### config.mk
export PLATFORM = sky130hd
export DESIGN_NAME = sliding_window_sender_unit
export DESIGN_NICKNAME = d
export VERILOG_FILES = /design/src/rtl/sws_pkg.sv /design/src/rtl/sliding_window_sender_unit.sv /design/src/rtl/sws_ctrl.sv /design/src/rtl/sws_dp.sv
export SDC_FILE = /design/constraint.sdc
export NUM_CORES = 1
export LEC_CHECK = 0
export ABC_CLOCK_PERIOD_IN_PS = 3700
export BUFFER_PORTS_ARGS = -buffer_cell sky130_fd_sc_hd__buf_2
export CORE_MARGIN = 2
export CORE_UTILIZATION = 56
export CTS_CLUSTER_DIAMETER = 50
export DETAILED_ROUTE_END_ITERATION = 12
export GPL_TIMING_DRIVEN = 0
export MAX_ROUTING_LAYER = met4
export PLACE_DENSITY = 0.81
export SLEW_MARGIN = 40
export SYNTH_ARGS = -nofsm -noshare
export SYNTH_HDL_FRONTEND = slang
export SYNTH_HIERARCHICAL = 1
export SYNTH_SLANG_ARGS = --single-unit
### constraint.sdc
create_clock -name clk -period 3.7 [get_ports clk]
set_input_delay 0.185 -clock clk [delete_from_list [all_inputs] [get_ports clk]]
set_output_delay 0.185 -clock clk [all_outputs]
set_load 0.01 [all_outputs]
### src/rtl/sws_pkg.sv
// sws_pkg: shared types and constants of the sliding window sender
// transaction structs, controller/datapath command and status, result codes
// no dependencies
package sws_pkg;

	localparam int SEQ_W       = 4;
	localparam int CNT_W       = 24;
	localparam int KIND_W      = 3;
	localparam int ACT_W       = 2;
	localparam int LIM_W       = 4;
	localparam int CFG_IDX_W   = 1;
	localparam int CFG_DATA_W  = 24;
	localparam int WINDOW_SIZE = 5;
	localparam int SEQ_MODULUS = 10;

	localparam logic [LIM_W-1:0] RUN_MAX     = 4'd15;
	localparam logic [LIM_W-1:0] LIMIT_RESET = 4'd15;

	// action codes
	localparam logic [ACT_W-1:0] ACT_START   = 2'd0;
	localparam logic [ACT_W-1:0] ACT_ACK     = 2'd1;
	localparam logic [ACT_W-1:0] ACT_TIMEOUT = 2'd2;

	// result kinds
	localparam logic [KIND_W-1:0] KIND_NEW    = 3'd0;
	localparam logic [KIND_W-1:0] KIND_RESEND = 3'd1;
	localparam logic [KIND_W-1:0] KIND_NONE   = 3'd2;
	localparam logic [KIND_W-1:0] KIND_DONE   = 3'd3;
	localparam logic [KIND_W-1:0] KIND_GIVEUP = 3'd4;

	// configuration register indexes
	localparam logic [CFG_IDX_W-1:0] REG_TOTAL = 1'd0;
	localparam logic [CFG_IDX_W-1:0] REG_LIMIT = 1'd1;

	typedef struct packed {
		logic [ACT_W-1:0] action;
		logic [SEQ_W-1:0] ack_seq;
	} in_item_t;

	typedef struct packed {
		logic [KIND_W-1:0] kind;
		logic [SEQ_W-1:0]  seq;
		logic [CNT_W-1:0]  packet_index;
		logic              last;
	} out_item_t;

	typedef struct packed {
		logic load;
		logic clear;
		logic pop;
		logic unmark;
		logic mark;
		logic push;
		logic resend;
		logic emit_done;
		logic emit_none;
		logic emit_giveup;
	} sws_cmd_t;

	typedef struct packed {
		logic [ACT_W-1:0] action;
		logic             finished;
		logic             window_empty;
		logic             ack_is_head;
		logic             ack_in_range;
		logic             head_marked;
		logic             refill_ok;
		logic             last_send;
		logic             acked_done;
		logic             total_zero;
		logic             give_up;
		logic             out_free;
	} sws_stat_t;

endpackage

### src/rtl/sliding_window_sender_unit.sv
// Sliding window sender: one transaction (start, acknowledgement or timeout) is
// taken at a time and yields one to five result transactions, the final one
// flagged by last. The controller first takes and decodes the transaction, then
// checks the window after a start, a retirement or a refill with nothing left to
// send, retires each packet that was acknowledged out of order, and then emits the
// results one by one whenever the output register is free. A new transaction is
// taken as soon as the controller is idle, even while the last result still waits
// in the output register.
// top level; depends on sws_pkg, sws_ctrl, sws_dp
module sliding_window_sender_unit #(
	parameter int WINDOW_SIZE = sws_pkg::WINDOW_SIZE,
	parameter int SEQ_MODULUS = sws_pkg::SEQ_MODULUS
) (
	input  logic                            clk,
	input  logic                            arst_n,
	input  logic                            cfg_wr_en,
	input  logic [sws_pkg::CFG_IDX_W-1:0]   cfg_index,
	input  logic [sws_pkg::CFG_DATA_W-1:0]  cfg_data,
	input  logic                            in_valid,
	output logic                            in_stall,
	input  sws_pkg::in_item_t               in_data,
	output logic                            out_valid,
	input  logic                            out_stall,
	output sws_pkg::out_item_t              out_data
);

	sws_pkg::sws_cmd_t  cmd;
	sws_pkg::sws_stat_t stat;

	sws_ctrl u_ctrl (
		.clk      (clk),
		.arst_n   (arst_n),
		.in_valid (in_valid),
		.in_stall (in_stall),
		.stat     (stat),
		.cmd      (cmd)
	);

	sws_dp #(
		.WINDOW_SIZE (WINDOW_SIZE),
		.SEQ_MODULUS (SEQ_MODULUS)
	) u_dp (
		.clk       (clk),
		.arst_n    (arst_n),
		.cfg_wr_en (cfg_wr_en),
		.cfg_index (cfg_index),
		.cfg_data  (cfg_data),
		.in_data   (in_data),
		.cmd       (cmd),
		.stat      (stat),
		.out_stall (out_stall),
		.out_valid (out_valid),
		.out_data  (out_data)
	);

endmodule

### src/rtl/sws_ctrl.sv
// sws_ctrl: sequencing state machine of the sliding window sender
// issues one datapath command per cycle from datapath status
// depends on sws_pkg
module sws_ctrl (
	input  logic               clk,
	input  logic               arst_n,
	input  logic               in_valid,
	output logic               in_stall,
	input  sws_pkg::sws_stat_t stat,
	output sws_pkg::sws_cmd_t  cmd
);

	typedef enum logic [3:0] {
		S_IDLE,
		S_DISPATCH,
		S_START,
		S_RETIRE,
		S_REFILL,
		S_RESEND,
		S_GIVEUP,
		S_DONE,
		S_NONE
	} state_t;

	state_t state_q;
	state_t state_nxt;
	logic   in_stall_q;

	assign in_stall = in_stall_q;

	always_comb begin
		cmd       = '0;
		state_nxt = state_q;
		unique case (state_q)
			S_IDLE: begin
				if (in_valid) begin
					cmd.load  = 1'b1;
					state_nxt = S_DISPATCH;
				end
			end
			S_DISPATCH: begin
				unique case (stat.action)
					sws_pkg::ACT_START: begin
						cmd.clear = 1'b1;
						state_nxt = S_START;
					end
					sws_pkg::ACT_ACK: begin
						if (stat.finished || stat.window_empty) begin
							state_nxt = S_NONE;
						end else if (stat.ack_is_head) begin
							cmd.pop   = 1'b1;
							state_nxt = S_RETIRE;
						end else if (stat.ack_in_range) begin
							cmd.mark  = 1'b1;
							state_nxt = S_REFILL;
						end else begin
							state_nxt = S_NONE;
						end
					end
					sws_pkg::ACT_TIMEOUT: begin
						if (stat.finished || stat.window_empty) begin
							state_nxt = S_NONE;
						end else begin
							state_nxt = S_RESEND;
						end
					end
					default: begin
						state_nxt = S_NONE;
					end
				endcase
			end
			S_START: begin
				state_nxt = stat.total_zero ? S_DONE : S_REFILL;
			end
			S_RETIRE: begin
				if (!stat.window_empty && stat.head_marked) begin
					cmd.pop    = 1'b1;
					cmd.unmark = 1'b1;
				end else if (stat.acked_done) begin
					state_nxt = S_DONE;
				end else begin
					state_nxt = S_REFILL;
				end
			end
			S_REFILL: begin
				if (!stat.refill_ok) begin
					state_nxt = S_NONE;
				end else if (stat.out_free) begin
					cmd.push = 1'b1;
					if (stat.last_send) begin
						state_nxt = S_IDLE;
					end
				end
			end
			S_RESEND: begin
				if (stat.out_free) begin
					cmd.resend = 1'b1;
					state_nxt  = stat.give_up ? S_GIVEUP : S_IDLE;
				end
			end
			S_GIVEUP: begin
				if (stat.out_free) begin
					cmd.emit_giveup = 1'b1;
					state_nxt       = S_IDLE;
				end
			end
			S_DONE: begin
				if (stat.out_free) begin
					cmd.emit_done = 1'b1;
					state_nxt     = S_IDLE;
				end
			end
			S_NONE: begin
				if (stat.out_free) begin
					cmd.emit_none = 1'b1;
					state_nxt     = S_IDLE;
				end
			end
			default: begin
				state_nxt = S_IDLE;
			end
		endcase
	end

	always_ff @(posedge clk or negedge arst_n) begin
		if (!arst_n) begin
			state_q    <= S_IDLE;
			in_stall_q <= 1'b0;
		end else begin
			state_q    <= state_nxt;
			in_stall_q <= (state_nxt != S_IDLE);
		end
	end

endmodule

### src/rtl/sws_dp.sv
// sws_dp: datapath of the sliding window sender
// window, early ack map, counters, config registers and output register
// depends on sws_pkg
module sws_dp #(
	parameter int WINDOW_SIZE = sws_pkg::WINDOW_SIZE,
	parameter int SEQ_MODULUS = sws_pkg::SEQ_MODULUS
) (
	input  logic                            clk,
	input  logic                            arst_n,
	input  logic                            cfg_wr_en,
	input  logic [sws_pkg::CFG_IDX_W-1:0]   cfg_index,
	input  logic [sws_pkg::CFG_DATA_W-1:0]  cfg_data,
	input  sws_pkg::in_item_t               in_data,
	input  sws_pkg::sws_cmd_t               cmd,
	output sws_pkg::sws_stat_t              stat,
	input  logic                            out_stall,
	output logic                            out_valid,
	output sws_pkg::out_item_t              out_data
);

	localparam int FILL_W = $clog2(WINDOW_SIZE + 1);
	localparam int SEQ_W  = sws_pkg::SEQ_W;
	localparam int CNT_W  = sws_pkg::CNT_W;
	localparam int LIM_W  = sws_pkg::LIM_W;

	logic [sws_pkg::ACT_W-1:0] action_q;
	logic [SEQ_W-1:0]          ack_q;
	logic [CNT_W-1:0]          total_q;
	logic [LIM_W-1:0]          limit_q;

	logic [SEQ_W-1:0]          seqs_q [WINDOW_SIZE];
	logic [FILL_W-1:0]         fill_q;
	logic [SEQ_MODULUS-1:0]    map_q;
	logic [SEQ_W-1:0]          next_seq_q;
	logic [CNT_W-1:0]          issued_q;
	logic [CNT_W-1:0]          acked_q;
	logic [LIM_W-1:0]          run_q;
	logic [SEQ_W-1:0]          last_resent_q;
	logic                      finished_q;

	logic                      out_valid_q;
	sws_pkg::out_item_t        out_data_q;

	logic [SEQ_W-1:0]          head;
	logic [SEQ_W-1:0]          new_seq;
	logic [SEQ_MODULUS-1:0]    head_mask;
	logic [SEQ_MODULUS-1:0]    ack_mask;
	logic [LIM_W-1:0]          run_next;
	logic                      same_seq;
	logic                      give_up;
	logic                      last_send;
	logic                      emit;
	sws_pkg::out_item_t        item;

	assign head = seqs_q[0];

	// one-hot decode of sequence numbers 1..SEQ_MODULUS onto the map
	for (genvar i = 0; i < SEQ_MODULUS; i++) begin : g_mask
		assign head_mask[i] = (head == SEQ_W'(i + 1));
		assign ack_mask[i]  = (ack_q == SEQ_W'(i + 1));
	end

	assign new_seq   = (next_seq_q == SEQ_W'(SEQ_MODULUS)) ? SEQ_W'(1)
		: next_seq_q + SEQ_W'(1);
	assign run_next  = (run_q == sws_pkg::RUN_MAX) ? run_q : run_q + LIM_W'(1);
	assign same_seq  = (last_resent_q == head);
	assign give_up   = same_seq && (run_next >= limit_q);
	assign last_send = (fill_q == FILL_W'(WINDOW_SIZE - 1))
		|| ((issued_q + CNT_W'(1)) == total_q);

	always_comb begin
		stat              = '0;
		stat.action       = action_q;
		stat.finished     = finished_q;
		stat.window_empty = (fill_q == '0);
		stat.ack_is_head  = (ack_q == head);
		stat.ack_in_range = |ack_mask;
		stat.head_marked  = |(map_q & head_mask);
		stat.refill_ok    = (fill_q < FILL_W'(WINDOW_SIZE)) && (issued_q < total_q);
		stat.last_send    = last_send;
		stat.acked_done   = (acked_q >= total_q);
		stat.total_zero   = (total_q == '0);
		stat.give_up      = give_up;
		stat.out_free     = !out_valid_q || !out_stall;
	end

	always_comb begin
		item = '0;
		item.last = 1'b1;
		if (cmd.push) begin
			item.kind         = sws_pkg::KIND_NEW;
			item.seq          = new_seq;
			item.packet_index = issued_q;
			item.last         = last_send;
		end else if (cmd.resend) begin
			item.kind         = sws_pkg::KIND_RESEND;
			item.seq          = head;
			item.packet_index = acked_q;
			item.last         = !give_up;
		end else if (cmd.emit_done) begin
			item.kind = sws_pkg::KIND_DONE;
		end else if (cmd.emit_giveup) begin
			item.kind = sws_pkg::KIND_GIVEUP;
		end else begin
			item.kind = sws_pkg::KIND_NONE;
		end
	end

	assign emit = cmd.push | cmd.resend | cmd.emit_done | cmd.emit_giveup | cmd.emit_none;

	// config registers
	always_ff @(posedge clk or negedge arst_n) begin
		if (!arst_n) begin
			total_q <= '0;
			limit_q <= sws_pkg::LIMIT_RESET;
		end else if (cfg_wr_en) begin
			unique case (cfg_index)
				sws_pkg::REG_TOTAL: total_q <= cfg_data[CNT_W-1:0];
				sws_pkg::REG_LIMIT: limit_q <= cfg_data[LIM_W-1:0];
			endcase
		end
	end

	// latched transaction
	always_ff @(posedge clk) begin
		if (cmd.load) begin
			action_q <= in_data.action;
			ack_q    <= in_data.ack_seq;
		end
	end

	// window entries, oldest at index 0
	for (genvar i = 0; i < WINDOW_SIZE; i++) begin : g_win
		if (i < WINDOW_SIZE - 1) begin : g_shift
			always_ff @(posedge clk) begin
				if (cmd.pop) begin
					seqs_q[i] <= seqs_q[i + 1];
				end else if (cmd.push && (fill_q == FILL_W'(i))) begin
					seqs_q[i] <= new_seq;
				end
			end
		end else begin : g_tail
			always_ff @(posedge clk) begin
				if (cmd.push && (fill_q == FILL_W'(i))) begin
					seqs_q[i] <= new_seq;
				end
			end
		end
	end

	// transfer state
	always_ff @(posedge clk or negedge arst_n) begin
		if (!arst_n) begin
			fill_q        <= '0;
			map_q         <= '0;
			next_seq_q    <= '0;
			issued_q      <= '0;
			acked_q       <= '0;
			run_q         <= '0;
			last_resent_q <= '0;
			finished_q    <= 1'b0;
		end else begin
			if (cmd.clear) begin
				fill_q        <= '0;
				map_q         <= '0;
				next_seq_q    <= '0;
				issued_q      <= '0;
				acked_q       <= '0;
				run_q         <= '0;
				last_resent_q <= '0;
				finished_q    <= 1'b0;
			end
			if (cmd.pop) begin
				fill_q  <= fill_q - FILL_W'(1);
				acked_q <= acked_q + CNT_W'(1);
				if (cmd.unmark) begin
					map_q <= map_q & ~head_mask;
				end
			end
			if (cmd.mark) begin
				map_q <= map_q | ack_mask;
			end
			if (cmd.push) begin
				next_seq_q <= new_seq;
				fill_q     <= fill_q + FILL_W'(1);
				issued_q   <= issued_q + CNT_W'(1);
			end
			if (cmd.resend) begin
				run_q         <= same_seq ? run_next : '0;
				last_resent_q <= head;
			end
			if (cmd.emit_done || cmd.emit_giveup) begin
				finished_q <= 1'b1;
			end
		end
	end

	// output register
	always_ff @(posedge clk or negedge arst_n) begin
		if (!arst_n) begin
			out_valid_q <= 1'b0;
		end else if (emit) begin
			out_valid_q <= 1'b1;
		end else if (!out_stall) begin
			out_valid_q <= 1'b0;
		end
	end

	always_ff @(posedge clk) begin
		if (emit) begin
			out_data_q <= item;
		end
	end

	assign out_valid = out_valid_q;
	assign out_data  = out_data_q;

endmodule

==> results.py, run 1 <==
metrics = {
    "outcome": {
        "outcome": "finished, violations left",
        "violations": "setup timing",
    },
    "die": {
        "die_h_um": 138,
        "pin_count": 70,
        "placementRows": 49,
        "start_util": 0.568,
        "dieArea_mm2": 0.0192,
        "die_w_um": 138,
        "core_area_mm2": 0.0178,
    },
    "global_routing": {
        "grtUsageTotal": 0.316,
        "grt_pass1_wl_mm": 46.8,
        "overflow": 0,
        "grt_antenna_before_repair": 1,
        "grt_max_degree": 61,
        "grt_pass1_vias": 8879,
    },
    "final_layout": {
        "final_common_cell": "nand2_1",
        "drive_gt1_frac": 0.198,
        "syn_to_final_growth_pct": 22.4,
        "final_core_util": 0.695,
        "layout_common_cells": "177 x nand2_1, 123 x o21ai_0, 98 x dfrtp_1",
        "final_cell_area_mm2": 0.0124,
        "stdcell_count": 1498,
        "nets": 1352,
    },
    "sta": {
        "setup_viol": 9,
        "slew_headroom": 0.519,
        "fin_ws_ns": -0.323,
        "drv_slew": 0,
        "rsz0062_at_grt": "true",
        "finalCriticalPeriod_ns": 4.02,
        "tightestPinTransition_ns": 0.721,
        "clock_skew_ns": 0.0121,
        "timing.fmax_ghz": 0.249,
        "hold_ws_ns": 0.00928,
        "timing.final.crit_share": 1.09,
        "finalSetupTns_ns": -0.342,
        "hold_viol_final": 0,
    },
    "route": {
        "wire_per_inst_um": 19.8,
        "drc": 0,
        "wl_met2_mm": 14.0,
        "wl_mm": 29.7,
        "wirelength_met1_mm": 12.1,
        "drtPass1Iterations": 7,
        "wl_met3_mm": 2.53,
        "vias": 9266,
        "drt_iter0_markers": 827,
        "highest_layer": "met4",
        "ant_nets": 0,
        "via_per_inst": 6.19,
    },
    "place": {
        "place_area_mm2": 0.0108,
        "place_hpwl_mm": 20.3,
        "dp.cells": 1391,
        "port_buffers": 69,
        "globalplace.congestion": 1.00,
    },
    "synthesis": {
        "synth.distinct_cells": 75,
        "synth-simple-area-share": 0.213,
        "synth_top_family_by_area": "simple AND/OR/NAND/NOR gates",
        "synth_xor_area_frac": 0.0482,
        "synth.net_count": 1188,
        "synth-seq-cells": 166,
        "synth_warnings": 6,
        "synth-edff-count": 58,
        "syn_inst": 1091,
        "synth-async-reset-ratio": 0.651,
        "synth_area_per_cell_um2": 9.28,
        "synth_flop_cell": "dfrtp_1",
        "synth_adder_area_share": 0.0754,
        "synth_mux_area_frac": 0.0201,
        "yosysSeqAreaShare": 0.439,
        "synthesis.area_mm2": 0.0101,
        "synth-compound-area-share": 0.155,
    },
    "pwr": {
        "powerDensity_mw_per_mm2": 514,
        "intPower_uw": 4090,
        "leakage_uw": 0.00534,
        "clock_power_share": 0.258,
        "sw_frac_of_total": 0.359,
        "peakVddDrop_uv": 450,
        "seqPwrFrac": 0.393,
        "power_switching_uw": 2290,
        "combPwrFrac": 0.349,
    },
    "setup_path": {
        "ff2ff_setup_slack_ns": -0.32,
        "cp_data_required_time_ns": 4.01,
        "setup.worst_path.class": "reg2reg",
        "worstPathArrival_ns": 4.33,
        "critPathMaxFanout": 9,
        "crit_path_start_kind": "flop",
        "cp-end-kind": "flop",
    },
    "clock_network": {
        "cts_tree": "done",
        "clk_pin_slew_ns": 0.07,
        "htreeDepth": 4,
        "clock_latency_ns": 0.44,
        "cts_inserted_buffers": 17,
        "clockBufferDepth": 2,
        "root_buffer": "clkbuf_16",
        "cts.sinks": 166,
    },
    "job": {
        "maxCapViolCount": 0,
    },
    "hold_path": {
        "hold_class": "in2reg",
    },
}
[Yosys cell counts (5+ instances only)]
master | n | area, um2
nand2_1 | 181 | 679
o21ai_0 | 127 | 636
dfrtp_1 | 104 | 2600
ha_1 | 61 | 763
edfxtp_1 | 58 | 1740
inv_1 | 53 | 199
nor2_1 | 49 | 184
clkbuf_1 | 42 | 158
nand3_1 | 35 | 175
a21oi_1 | 29 | 145
xnor2_1 | 28 | 245
nand4_1 | 21 | 131
nor3_1 | 21 | 105
xor2_1 | 20 | 175
a21o_1 | 19 | 143
nor2b_1 | 18 | 113
nor4_1 | 18 | 113
nand2b_1 | 16 | 100
and3_1 | 15 | 93.8
buf_2 | 13 | 65.1
mux2i_1 | 11 | 110
and4_1 | 9 | 78.8
o31ai_1 | 8 | 60.1
a211oi_1 | 7 | 52.6
mux2_2 | 7 | 78.8
o211ai_1 | 7 | 52.6
a31oi_1 | 6 | 37.5
buf_4 | 6 | 45.0
nand3b_1 | 6 | 45.0
a22o_1 | 5 | 43.8
a32o_1 | 5 | 50.1
nor3b_1 | 5 | 37.5
[stage by stage]
step	total power (uW)	setup WS, ns
after floorplan	3650	0.00265
after global placement	4200	-1.27
after detailed placement	4320	-1.02
after CTS	6120	-0.198
after global routing	6690	-0.433
final	6380	-0.323
[critical path, cell delays in order, from the launching register on]
cell	delay (ns)
dfrtp_1	0.37
buf_6	0.13
nand4_1	0.18
buf_4	0.20
nor2_4	0.14
buf_4	0.20
nand2_1	0.17
a2111oi_4	0.43
nand4_1	0.24
or4_4	0.52
o21ai_4	0.18
o41a_1	0.17
o22ai_2	0.09
o41a_1	0.34
or4_1	0.53
[timing repair]
action	CTS	global route
pin swaps	14	13
hold endpoints to repair	76	0
endpoints found under the setup margin	134	112
gates resized for setup	54	42
hold buffers	29	0
cloned	0	2
buffers inserted	33	16
[layout make-up]
| class | instances | area, um2 |
|---|---|---|
| fill | 1282 | 5440 |
| multi-input combinational | 807 | 5420 |
| sequential | 166 | 4460 |
| timing repair buffer | 151 | 1160 |
| clock buffer | 18 | 429 |
| buffer | 59 | 349 |
| tap | 229 | 287 |
| inverter | 53 | 203 |
| clock inverter | 14 | 101 |
| antenna | 1 | 2.50 |
[sequential cells by signal, summed over array words and instances, names as in the netlist, 2 cells and up]
name and flops:
u_dp/action_q 2, u_dp/limit_q 4, u_dp/ack_q 4, u_dp/last_resent_q 4, u_ctrl/state_q 4, u_dp/map_q 10, u_dp/fill_q 3, u_dp/run_q 4
u_dp/issued_q 24, u_dp/total_q 24, u_dp/next_seq_q 4, u_dp/acked_q 24, u_dp/out_data 32, u_dp/seqs_q 20
[worst paths after layout]
check / depth (start not counted) / startpoint / endpoint
min reg2reg: 2 / u_dp/next_seq_q[2]$_DFFE_PN0P_ / u_dp/next_seq_q[2]$_DFFE_PN0P_
max: 14 / u_dp/issued_q[2]$_DFFE_PN0P_ / u_ctrl/in_stall$_DFF_PN0_
min: 2 / cfg_data[0] / u_dp/limit_q[0]$_DFFE_PN1P_
max reg2reg: 14 / u_dp/issued_q[2]$_DFFE_PN0P_ / u_ctrl/in_stall$_DFF_PN0_
max in group asynchronous: 3 / arst_n / u_dp/issued_q[8]$_DFFE_PN0P_
min in group asynchronous: 2 / arst_n / u_dp/out_valid$_DFFE_PN0P_
[layer usage]
layer	track usage	vias up
li1	-	4254
met1	0.398	4477
met2	0.492	453
met3	0.0779	82
met4	0.131	0
met5	-	-
[power groups by stage]
stage / logic, uW / clock network (uW) / registers, uW
global route: 2410 / 1740 / 2540
floorplan: 1080 / 0 / 2570
finish: 2220 / 1640 / 2510
global placement: 1670 / 0 / 2520
CTS: 1960 / 1660 / 2500
detailed placement: 1800 / 0 / 2530
[cell families after synthesis]
| logic type | after synthesis |
|---|---|
| mux | 19 |
| simple gates | 425 |
| buf+inv | 118 |
| flops | 166 |
| fa+ha+maj | 61 |
| xor+xnor | 51 |
| compound gates | 251 |
Power figures use the tool's default switching activity.
==> run 2, diff against run 1 <==
--- a/config.mk
+++ b/config.mk
@@ -7,13 +7,14 @@
 export LEC_CHECK = 0
 export ABC_CLOCK_PERIOD_IN_PS = 3700
 export BUFFER_PORTS_ARGS = -buffer_cell sky130_fd_sc_hd__buf_2
+export CORE_ASPECT_RATIO = 0.6
 export CORE_MARGIN = 2
-export CORE_UTILIZATION = 56
+export CORE_UTILIZATION = 40
 export CTS_CLUSTER_DIAMETER = 50
 export DETAILED_ROUTE_END_ITERATION = 12
 export GPL_TIMING_DRIVEN = 0
 export MAX_ROUTING_LAYER = met4
-export PLACE_DENSITY = 0.81
+export PLACE_DENSITY = 0.62
 export SLEW_MARGIN = 40
 export SYNTH_ARGS = -nofsm -noshare
 export SYNTH_HDL_FRONTEND = slang
==> results.py, run 2 (synthesis results as in run 1) <==
metrics = {
    "clock_network": {
        "root_buffer": "clkbuf_16",
        "clk_pin_slew_ns": 0.07,
        "clock_latency_ns": 0.46,
        "cts_inserted_buffers": 17,
        "cts.sinks": 166,
        "clockBufferDepth": 2,
        "htreeDepth": 4,
        "cts_tree": "done",
    },
    "final_layout": {
        "final_common_cell": "nand2_1",
        "antenna_cells": 0,
        "nets": 1351,
        "drive_gt1_frac": 0.204,
        "final_cell_area_mm2": 0.0125,
        "syn_to_final_growth_pct": 23.7,
        "final_core_util": 0.500,
        "layout_common_cells": "175 x nand2_1, 99 x o21ai_0, 97 x dfrtp_1",
        "largest_reg_flops": 32,
    },
    "setup_path": {
        "ff2ff_setup_slack_ns": -0.29,
        "rr_endpoint": "u_ctrl/in_stall$_DFF_PN0_",
        "critPathTopFamily": "simple AND/OR/NAND/NOR gates",
        "setup.worst_path.class": "reg2reg",
        "slowest_stage": "or4_4",
        "crit_path_start_kind": "flop",
        "cp_data_required_time_ns": 4.02,
        "critPathMaxFanout": 7,
        "crit_path_cell_trace": "nand3_4 > buf_4 > nor4_4 > xnor2_2 > xnor2_1 > or4_1 > or4_4 > o21ai_4 > o41a_1 > o22ai_1 > o41a_1 > or4_4",
        "path_buf_inv": 1,
        "slowest_delay_ns": 0.55,
        "regToRegStartpoint": "u_dp/issued_q[8]$_DFFE_PN0P_",
        "cp-end-kind": "flop",
        "reg2regPathDepth": 12,
        "worstPathArrival_ns": 4.30,
    },
    "hold_path": {
        "hold_class": "in2reg",
        "min-delay-start": "out_stall",
        "min_to": "u_dp/out_valid$_DFFE_PN0P_",
        "hold_depth": 3,
    },
    "global_routing": {
        "grt_pass1_wl_mm": 49.0,
        "grt_max_degree": 59,
        "overflow": 0,
        "grtUsageTotal": 0.251,
        "grt_pass1_vias": 8452,
        "grt_antenna_before_repair": 0,
    },
    "sta": {
        "drv_slew": 0,
        "timing.final.crit_share": 1.08,
        "slew_headroom": 0.464,
        "timing.fmax_ghz": 0.251,
        "setup_viol": 13,
        "tightestPinTransition_ns": 0.804,
        "rsz0062_at_grt": "true",
        "finalSetupTns_ns": -0.785,
        "fin_ws_ns": -0.286,
        "finalCriticalPeriod_ns": 3.99,
        "hold_viol_final": 0,
        "clock_skew_ns": 0.0145,
    },
    "die": {
        "die_h_um": 127,
        "core_area_mm2": 0.0251,
        "die_w_um": 209,
        "pin_count": 70,
        "dieArea_mm2": 0.0267,
        "placementRows": 45,
        "start_util": 0.404,
    },
    "pwr": {
        "powerDensity_mw_per_mm2": 510,
        "leakage_uw": 0.00536,
        "peakVddDrop_uv": 278,
    },
    "route": {
        "vias": 9039,
        "drtPass1Iterations": 5,
        "drt_iter0_markers": 1023,
        "ant_nets": 0,
        "wl_mm": 31.3,
        "via_per_inst": 5.66,
        "wire_per_inst_um": 19.6,
        "drc": 0,
    },
    "outcome": {
        "outcome": "finished, violations left",
        "violations": "setup timing",
    },
    "job": {
        "maxCapViolCount": 0,
    },
    "place": {
        "place_hpwl_mm": 22.3,
        "port_buffers": 69,
        "globalplace.congestion": 0.960,
        "post-place-ws_ns": -0.896,
        "place_area_mm2": 0.0109,
    },
}
## run 2: worst max path at each step
stage                                       from                            to  slack, ns  cells past startpoint
floorplan           u_dp/issued_q[2]$_DFFE_PN0P_     u_ctrl/in_stall$_DFF_PN0_      0.003                     13
global placement     u_dp/total_q[1]$_DFFE_PN0P_   u_dp/out_data[17]$_DFFE_PP_      -1.69                     13
detailed placement   u_dp/total_q[1]$_DFFE_PN0P_  u_dp/seqs_q[0][13]$_DFFE_PP_      -0.90                     14
CTS                 u_dp/issued_q[1]$_DFFE_PN0P_     u_ctrl/in_stall$_DFF_PN0_      -0.29                     13
global route        u_dp/issued_q[1]$_DFFE_PN0P_     u_ctrl/in_stall$_DFF_PN0_      -0.32                     13
finish              u_dp/issued_q[8]$_DFFE_PN0P_     u_ctrl/in_stall$_DFF_PN0_      -0.29                     12
## run 2: area by class of cell
class                   count  area [um2]
plain buffers              61         385
clock buffers              21         450
clock inverters            11         106
fillers                  2316       12500
inverters                  53         203
multi-input cells         808        5450
flip-flops and latches    166        4460
well taps                 329         412
repair buffers            147        1060
## run 2: per-stage QoR
stage / total power, uW / cells / hold slack [ns]
after floorplan: 3650 / 1091 / -0.111
after CTS: 6290 / 1586 / 0.0907
after global routing: 6720 / 1596 / 0.158
after detailed placement: 4330 / 1490 / 0.137
after global placement: 4290 / 1489 / 0.363
final: 6390 / 1596 / 0.103
## run 2: tightest hold or removal path: stages
cell,delay (ns)
buf_2,0.07
nand2_1,0.15
nand2b_1,0.11
## run 2: per-layer routing
metal	share of wire	global-route usage	up-vias
met1	0.52	0.388	4386
met2	0.38	0.320	366
met3	0.090	0.0585	35
met4	0.014	0.0693	0
met5	0	-	-
li1	-	-	4252
## run 2: repair_timing
| item | 4_1_cts | 5_1_grt |
|---|---|---|
| pin swaps | 27 | 42 |
| hold buffers | 31 | 0 |
| gates resized for setup | 78 | 67 |
| buffers inserted | 34 | 12 |
| setup endpoints to repair | 133 | 116 |
| cloned | 1 | 0 |
| hold endpoints to repair | 84 | 0 |
## run 2: power by group
part / switching, uW / internal [uW] / leakage, uW
sequential: 210 / 2300 / 0.00196
clock: 762 / 999 / 0.000271
combinational: 1300 / 812 / 0.00313
